**src/hw/rtl/hclb_pkg.sv**
```systemverilog
// Package for the hop channel list builder.
// Holds shared constants, the sequencer state type, the scan control struct
// and the candidate function. Depends on nothing.
package hclb_pkg;

  localparam int unsigned HopSlotsDef = 16;
  localparam int unsigned ListLen     = 16;
  localparam int unsigned KeyW        = 7;
  localparam int unsigned ChanW       = 8;
  localparam int unsigned SlotW       = 4;
  localparam logic [ChanW:0] ChanMod  = 9'd255;
  localparam logic [ChanW:0] ChanStep = 9'd2;
  localparam logic [SlotW-1:0] LastSlot = SlotW'(ListLen - 1);

  typedef enum logic [1:0] {
    DivOne   = 2'd0,
    DivTwo   = 2'd1,
    DivThree = 2'd2,
    DivFive  = 2'd3
  } div_sel_e;

  typedef enum logic [2:0] {
    StIdle,
    StPrep,
    StScan,
    StWait,
    StEmit
  } state_e;

  typedef struct packed {
    logic clr;
    logic vld;
  } scan_ctrl_t;

  function automatic logic [KeyW-1:0] cand_of(input logic [KeyW-1:0] key,
                                              input div_sel_e sel);
    logic [13:0] p3;
    logic [13:0] p5;
    logic [KeyW-1:0] res;
    p3 = 14'(key) * 14'd43;
    p5 = 14'(key) * 14'd103;
    unique case (sel)
      DivOne:   res = key;
      DivTwo:   res = key >> 1;
      DivThree: res = p3[13:7];
      DivFive:  res = KeyW'(p5[13:9]);
      default:  res = key;
    endcase
    return res;
  endfunction

endpackage

```
**src/hw/rtl/hclb_mem.sv**
```systemverilog
// Hop table storage: one write port, one registered read port.
// Entries at or above the fill count read as zero. Uses hclb_pkg.
module hclb_mem #(
  parameter int unsigned HopSlots = hclb_pkg::HopSlotsDef,
  parameter int unsigned AddrW    = $clog2(HopSlots)
) (
  input  logic                       clk_i,
  input  logic                       we_i,
  input  logic [AddrW-1:0]           waddr_i,
  input  logic [hclb_pkg::ChanW-1:0] wdata_i,
  input  logic [AddrW-1:0]           raddr_i,
  input  logic [AddrW-1:0]           fill_i,
  output logic [hclb_pkg::ChanW-1:0] rdata_o
);

  logic [hclb_pkg::ChanW-1:0] mem_q [HopSlots];
  logic [hclb_pkg::ChanW-1:0] rdata_q;
  logic                       empty_q;

  always_ff @(posedge clk_i) begin
    if (we_i) begin
      mem_q[waddr_i] <= wdata_i;
    end
  end

  always_ff @(posedge clk_i) begin
    rdata_q <= mem_q[raddr_i];
    empty_q <= (raddr_i >= fill_i);
  end

  assign rdata_o = empty_q ? '0 : rdata_q;

endmodule

```
**src/hw/rtl/hclb_scan_unit.sv**
```systemverilog
// Shared compare unit: tracks the largest table entry and whether the
// candidate is present, then forms the channel. Uses hclb_pkg.
module hclb_scan_unit (
  input  logic                       clk_i,
  input  logic                       rst_ni,
  input  hclb_pkg::scan_ctrl_t       ctrl_i,
  input  logic [hclb_pkg::KeyW-1:0]  cand_i,
  input  logic [hclb_pkg::ChanW-1:0] entry_i,
  output logic [hclb_pkg::ChanW-1:0] chan_o
);

  logic [hclb_pkg::ChanW-1:0] max_q, max_d;
  logic                       seen_q, seen_d;
  logic [hclb_pkg::ChanW:0]   sum;
  logic [hclb_pkg::ChanW:0]   wrapped;

  always_comb begin
    max_d  = max_q;
    seen_d = seen_q;
    if (ctrl_i.clr) begin
      max_d  = '0;
      seen_d = 1'b0;
    end else if (ctrl_i.vld) begin
      if (entry_i > max_q) begin
        max_d = entry_i;
      end
      if (entry_i == hclb_pkg::ChanW'(cand_i)) begin
        seen_d = 1'b1;
      end
    end
  end

  always_ff @(posedge clk_i or negedge rst_ni) begin
    if (!rst_ni) begin
      max_q  <= '0;
      seen_q <= 1'b0;
    end else begin
      max_q  <= max_d;
      seen_q <= seen_d;
    end
  end

  assign sum     = {1'b0, max_q} + hclb_pkg::ChanStep;
  assign wrapped = (sum >= hclb_pkg::ChanMod) ? (sum - hclb_pkg::ChanMod) : sum;
  assign chan_o  = seen_q ? wrapped[hclb_pkg::ChanW-1:0] : hclb_pkg::ChanW'(cand_i);

endmodule

```
**src/hw/rtl/hop_channel_list_builder.sv**
```systemverilog
// Top level of the hop channel list builder: sequencer, key registers, outputs.
// Depends on hclb_pkg, hclb_mem and hclb_scan_unit.
//
// One item (a four-byte bind header) yields sixteen channel results, one per
// strobe on valid_o, each present for a single cycle; the receiver cannot
// stall. Each channel is built in order: the candidate is loaded, then the
// single comparator reads one table entry per cycle across all HOP_SLOTS
// entries, the registered read is drained, and the channel is stored and
// emitted. busy is high while an item is being built. No clearing pass is
// needed after reset.
module hop_channel_list_builder #(
  parameter int unsigned HOP_SLOTS = hclb_pkg::HopSlotsDef
) (
  input  logic                        clk_i,
  input  logic                        rst_ni,
  input  logic                        start,
  output logic                        busy,
  input  logic [7:0]                  key_byte0_i,
  input  logic [7:0]                  key_byte1_i,
  input  logic [7:0]                  key_byte2_i,
  input  logic [7:0]                  key_byte3_i,
  output logic                        valid_o,
  output logic [hclb_pkg::SlotW-1:0]  slot_index_o,
  output logic [hclb_pkg::ChanW-1:0]  hop_channel_o,
  output logic                        last_slot_o
);

  localparam int unsigned AddrW = $clog2(HOP_SLOTS);

  hclb_pkg::state_e state_q, state_d;

  logic [hclb_pkg::KeyW-1:0]  key_q [4];
  logic [hclb_pkg::KeyW-1:0]  cand_q;
  logic [AddrW-1:0]           addr_q, addr_d;
  logic [hclb_pkg::SlotW-1:0] slot_q, slot_d;
  logic                       rd_vld_q;
  logic                       accept;
  logic                       scan_end;
  logic                       list_end;

  logic                       mem_we;
  logic [hclb_pkg::ChanW-1:0] entry;
  logic [hclb_pkg::ChanW-1:0] chan;
  hclb_pkg::scan_ctrl_t       scan_ctrl;

  logic                       valid_q;
  logic [hclb_pkg::SlotW-1:0] out_slot_q;
  logic [hclb_pkg::ChanW-1:0] out_chan_q;
  logic                       out_last_q;

  assign accept   = start && !busy;
  assign scan_end = (addr_q == AddrW'(HOP_SLOTS - 1));
  assign list_end = (slot_q == hclb_pkg::LastSlot);

  always_comb begin
    state_d = state_q;
    unique case (state_q)
      hclb_pkg::StIdle: if (start) state_d = hclb_pkg::StPrep;
      hclb_pkg::StPrep: state_d = hclb_pkg::StScan;
      hclb_pkg::StScan: if (scan_end) state_d = hclb_pkg::StWait;
      hclb_pkg::StWait: state_d = hclb_pkg::StEmit;
      hclb_pkg::StEmit: state_d = list_end ? hclb_pkg::StIdle : hclb_pkg::StPrep;
      default:          state_d = hclb_pkg::StIdle;
    endcase
  end

  always_comb begin
    busy          = (state_q != hclb_pkg::StIdle);
    scan_ctrl.clr = (state_q == hclb_pkg::StPrep);
    scan_ctrl.vld = rd_vld_q;
    mem_we        = (state_q == hclb_pkg::StEmit);
    addr_d        = addr_q;
    slot_d        = slot_q;
    unique case (state_q)
      hclb_pkg::StIdle: slot_d = '0;
      hclb_pkg::StPrep: addr_d = '0;
      hclb_pkg::StScan: addr_d = addr_q + AddrW'(1);
      hclb_pkg::StWait: addr_d = addr_q;
      hclb_pkg::StEmit: slot_d = slot_q + hclb_pkg::SlotW'(1);
      default:          addr_d = addr_q;
    endcase
  end

  always_ff @(posedge clk_i or negedge rst_ni) begin
    if (!rst_ni) begin
      state_q  <= hclb_pkg::StIdle;
      addr_q   <= '0;
      slot_q   <= '0;
      rd_vld_q <= 1'b0;
      valid_q  <= 1'b0;
    end else begin
      state_q  <= state_d;
      addr_q   <= addr_d;
      slot_q   <= slot_d;
      rd_vld_q <= (state_q == hclb_pkg::StScan);
      valid_q  <= (state_q == hclb_pkg::StEmit);
    end
  end

  always_ff @(posedge clk_i) begin
    if (accept) begin
      key_q[0] <= key_byte0_i[hclb_pkg::KeyW-1:0];
      key_q[1] <= key_byte1_i[hclb_pkg::KeyW-1:0];
      key_q[2] <= key_byte2_i[hclb_pkg::KeyW-1:0];
      key_q[3] <= key_byte3_i[hclb_pkg::KeyW-1:0];
    end
    if (state_q == hclb_pkg::StPrep) begin
      cand_q <= hclb_pkg::cand_of(key_q[slot_q[1:0]],
                                  hclb_pkg::div_sel_e'(slot_q[3:2]));
    end
    if (state_q == hclb_pkg::StEmit) begin
      out_slot_q <= slot_q;
      out_chan_q <= chan;
      out_last_q <= list_end;
    end
  end

  hclb_mem #(
    .HopSlots (HOP_SLOTS),
    .AddrW    (AddrW)
  ) u_mem (
    .clk_i   (clk_i),
    .we_i    (mem_we),
    .waddr_i (AddrW'(slot_q)),
    .wdata_i (chan),
    .raddr_i (addr_q),
    .fill_i  (AddrW'(slot_q)),
    .rdata_o (entry)
  );

  hclb_scan_unit u_scan (
    .clk_i   (clk_i),
    .rst_ni  (rst_ni),
    .ctrl_i  (scan_ctrl),
    .cand_i  (cand_q),
    .entry_i (entry),
    .chan_o  (chan)
  );

  assign valid_o       = valid_q;
  assign slot_index_o  = out_slot_q;
  assign hop_channel_o = out_chan_q;
  assign last_slot_o   = out_last_q;

  a_strobe_single: assert property (@(posedge clk_i) disable iff (!rst_ni)
    valid_o |=> !valid_o)
    else $error("result strobe held for two cycles");

  a_last_slot: assert property (@(posedge clk_i) disable iff (!rst_ni)
    (valid_o && last_slot_o) |-> (slot_index_o == hclb_pkg::LastSlot))
    else $error("last flag on wrong slot");

  a_busy_mid_list: assert property (@(posedge clk_i) disable iff (!rst_ni)
    (valid_o && !last_slot_o) |-> busy)
    else $error("idle before list complete");

  a_chan_range: assert property (@(posedge clk_i) disable iff (!rst_ni)
    valid_o |-> (hop_channel_o != 8'd255))
    else $error("channel out of range");

  a_accept_busy: assert property (@(posedge clk_i) disable iff (!rst_ni)
    accept |=> (busy && slot_q == '0))
    else $error("item accepted without starting list");

endmodule

```
**config.mk**
```make
export PLATFORM = sky130hd
export DESIGN_NAME = hop_channel_list_builder
export DESIGN_NICKNAME = d
export VERILOG_FILES = /design/src/hw/rtl/hclb_pkg.sv /design/src/hw/rtl/hclb_mem.sv /design/src/hw/rtl/hclb_scan_unit.sv /design/src/hw/rtl/hop_channel_list_builder.sv
export SDC_FILE = /design/constraint.sdc
export NUM_CORES = 1
export LEC_CHECK = 0
export BUFFER_PORTS_ARGS = -buffer_cell sky130_fd_sc_hd__buf_2
export CORE_ASPECT_RATIO = 1.2
export CORE_MARGIN = 5
export CORE_UTILIZATION = 62
export DETAILED_ROUTE_END_ITERATION = 7
export GPL_TIMING_DRIVEN = 0
export MAX_ROUTING_LAYER = met4
export PLACE_DENSITY_LB_ADDON = 0.05
export SYNTH_ARGS = -nofsm -noshare
export SYNTH_HDL_FRONTEND = slang
export SYNTH_SLANG_ARGS = --single-unit
```
**constraint.sdc**
```tcl
create_clock -name clk_i -period 6.3 [get_ports clk_i]
set_input_delay 0.315 -clock clk_i [delete_from_list [all_inputs] [get_ports clk_i]]
set_output_delay 0.315 -clock clk_i [all_outputs]
set_load 0.01 [all_outputs]
```
==> results_dict.tcl <==
set metrics [dict create \
    fillers 1058 \
    async_flop_share_pct 10.63 \
    path_common_cell "ha_1" \
    clkPwrFrac_pct 17.3 \
    cts_root_buffer "clkbuf_16" \
    combPwrFrac_pct 56.3 \
    grt_usage_pct 26.22 \
    reg2regPathDepth 14 \
    mostFrequentLayoutCells "edfxtp_1 (176), ha_1 (80), buf_2 (52)" \
    p_sw_share_pct 41.43 \
    cts_tree "built" \
    slew_headroom_pct 14.80 \
    finalSetupViolCount 0 \
    die_h_um 151.4 \
    worstPathMaxFanout 10 \
    hp-class "in -> reg" \
    grt_pass1_wl_um 37180 \
    crit_type "reg -> reg" \
    antenna_found_initial 0 \
    slowest_delay_ps 610 \
    seq_power_share_pct 26.4 \
    synth_area_leaders "edfxtp_1 (51%), ha_1 (9.7%), dfrtp_1 (5.3%)" \
    slew_viol_final 0 \
    vdd_drop_max_v 0.0004511 \
    via_count 6460 \
    p_per_area_mw_per_mm2 585.5 \
    synthesis.area_mm2 0.01033 \
    maxCapViolCount 0 \
    cp_cell_sequence "clkbuf_1, mux4_1, ha_1, fa_1, inv_1, fa_1, ha_1, ha_1, nand2_1, a211oi_1, nor2_1, o211ai_1, o31ai_1, a311o_1" \
    wire_per_inst_um 22.42 \
    vias_per_cell 6.094 \
    dp.cells 994 \
    status "finished, final reports clean" \
    ctsHoldBuffers 29 \
    cpLargestDelayFamily "adder cells" \
    synth_top_area_share_pct 51.18 \
    period_share_pct 80.66 \
    synth_seq_cells 207 \
    grt_overflow 0 \
    grt_max_degree 23 \
    cp.depth 14 \
    cts_buffers 21 \
    critPathCaptureType "flop" \
    slowest_stage "mux4_1" \
    cts.sinks 207 \
    drt_iter0_markers 673 \
    rsz0062_at_grt "no" \
    num-nets-final 963 \
    initial_core_util_pct 63.46 \
    syn_inst 735 \
    synth_top_area_cell "edfxtp_1" \
    fp.dieW_um 127.8 \
    seqCellArea_mm2 0.006016 \
    whs_path_depth 3 \
    p_int_w 0.004053 \
    ant_nets 0 \
    coreArea_mm2 0.01627 \
    fin_crit_ps 5082 \
    row_count 51 \
    cp_data_required_time_ps 6530 \
    worstSkewPairLatency_ps 500 \
    power.switching_w 0.002867 \
    dr.pass1.iters 5 \
    synth_warnings 0 \
    tns_ps 0 \
    synth_seq_area_share_pct 58.26 \
    drive_gt1_share_pct 14.86 \
    hold_viol 0 \
    path_clk_slew_ps 60 \
    portBuffers 45 \
    die-area_mm2 0.01935 \
    cts-htree-levels 1 \
    skew_ps 19.00 \
    timing.fmax_ghz 0.1968 \
    synth_edf_count 176 \
    gp_congestion 0.8302 \
    drc_errors 0 \
    dp_hpwl_um 15970 \
    stdcell_count 1060 \
    pin_count 50 \
    wirelength_um 23760 \
    ctsResizeCount 0 \
    syn_to_final_growth_pct 14.47 \
    synthesis.nets 864 \
    antenna_cells 0 \
    multi_input_area_mm2 0.004013 \
    grt_pass1_vias 6578 \
    worstPathArrival_ps 5310 \
    synth-main-ff-cell "edfxtp_1" \
    leakagePower_nw 4.540 \
    postCtsSetupBuffers 0 \
    path_buf_inv 2 \
    synth_cell_type_count 62 \
    worst_pin_slew_ps 1273 \
    final_common_cell "edfxtp_1" \
    cp-start-kind "flop" \
    avgSynthCellArea_um2 14.05 \
    cts_buffer_depth 3 \
]
==> power groups by stage <==
stage	clock [W]	combinational, W	sequential (W)
after floorplan	0	0.00289	0.00182
after global routing	0.00128	0.00440	0.00184
final	0.00120	0.00390	0.00182
after global placement	0	0.00368	0.00184
after detailed placement	0	0.00382	0.00185
after CTS	0.00120	0.00388	0.00182
==> routing by layer <==
layer	wire, µm	global-route usage, %
met4	370	5.255
met5	0	-
met1	9708	34.21
met2	12040	44.03
met3	1647	4.586
==> tightest hold or removal path, stage by stage <==
cell    delay [ps]
buf_2          110
inv_1           60
nor2_2         120
==> synth_stat cells (3+ instances only) <==
master    number
and2_1         4
clkbuf_1      20
a221oi_1       8
dfrtp_1       22
o21a_1         3
edfxtp_1     176
a21oi_1       29
mux2_2         7
inv_1         50
ha_1          80
nor3_1         7
or3_1          3
dfxtp_1        9
nand2_1       35
o221ai_1       3
and3_1         4
o22ai_1        3
mux4_2        22
a22o_1         5
mux2_1         6
nand3b_1       3
nor2b_1       15
nor2_1        39
a211oi_1       4
o21ai_0       31
o31ai_1        4
nand2b_1       5
xor2_1         9
xnor2_1       13
buf_2          7
mux2i_1       32
nand3_1        8
a21o_1         4
a22oi_1        9
nor3b_1        4
fa_1          14
nand4_1        8
==> worst paths after layout <==
kind                                        from                          end  slack (ps)
setup / recovery           slot_q[1]$_DFFE_PN0P_          cand_q[3]$_DFFE_PN_        1220
hold / removal                             start        key_q[1][5]$_DFFE_PP_         300
setup reg to reg           slot_q[1]$_DFFE_PN0P_          cand_q[3]$_DFFE_PN_        1220
hold reg to reg            slot_q[3]$_DFFE_PN0P_    slot_index_o[3]$_DFFE_PP_         480
max in group asynchronous                 rst_ni           rd_vld_q$_DFF_PN0_        5590
min in group asynchronous                 rst_ni  u_scan.max_q[6]$_DFFE_PN0P_         330
==> layout make-up <==
cell class	count	area share (%)
buffer	29	1.059
clock buffer	25	4.742
clock inverter	12	0.8045
inverter	52	1.651
multi-input combinational	447	33.95
sequential	207	50.89
tap	212	2.244
timing repair buffer	76	4.658
==> cell families (layout without fill, tap and decap cells) <==
logic type / count (synthesis) / after routing / share of synthesized area, %
fa+ha+maj: 94 / 94 / 12.41
flops: 207 / 207 / 58.26
mux: 69 / 69 / 9.827
simple gates: 144 / 144 / 6.967
compound gates: 118 / 118 / 7.573
xor+xnor: 22 / 22 / 1.866
buf+inv: 81 / 194 / 3.102
==> through the flow <==
step / util [%] / hold slack [ps] / setup WS [ps] / power [W] / area (µm²)
floorplan: - / 19.41 / 1837 / 0.004713 / 10330
global placement: 66.47 / 328.7 / 1301 / 0.005524 / 10820
detailed placement: 66.83 / 338.2 / 1239 / 0.005665 / 10870
CTS: 72.64 / 291.5 / 1181 / 0.006901 / 11820
global route: 72.64 / 304.4 / 911.3 / 0.007521 / 11820
finish: 72.64 / 296.3 / 1218 / 0.006920 / 11820
==> flip-flops by register name, summed over array words and instances (netlist names) <==
register	count
state_q	3
cand_q	7
u_mem.empty_q	1
u_scan.seen_q	1
slot_index_o	4
u_scan.max_q	8
hop_channel_o	8
valid_o	1
u_mem.mem_q	128
slot_q	4
rd_vld_q	1
u_mem.rdata_q	8
addr_q	4
last_slot_o	1
key_q	28
Power figures use the tool's default switching activity.
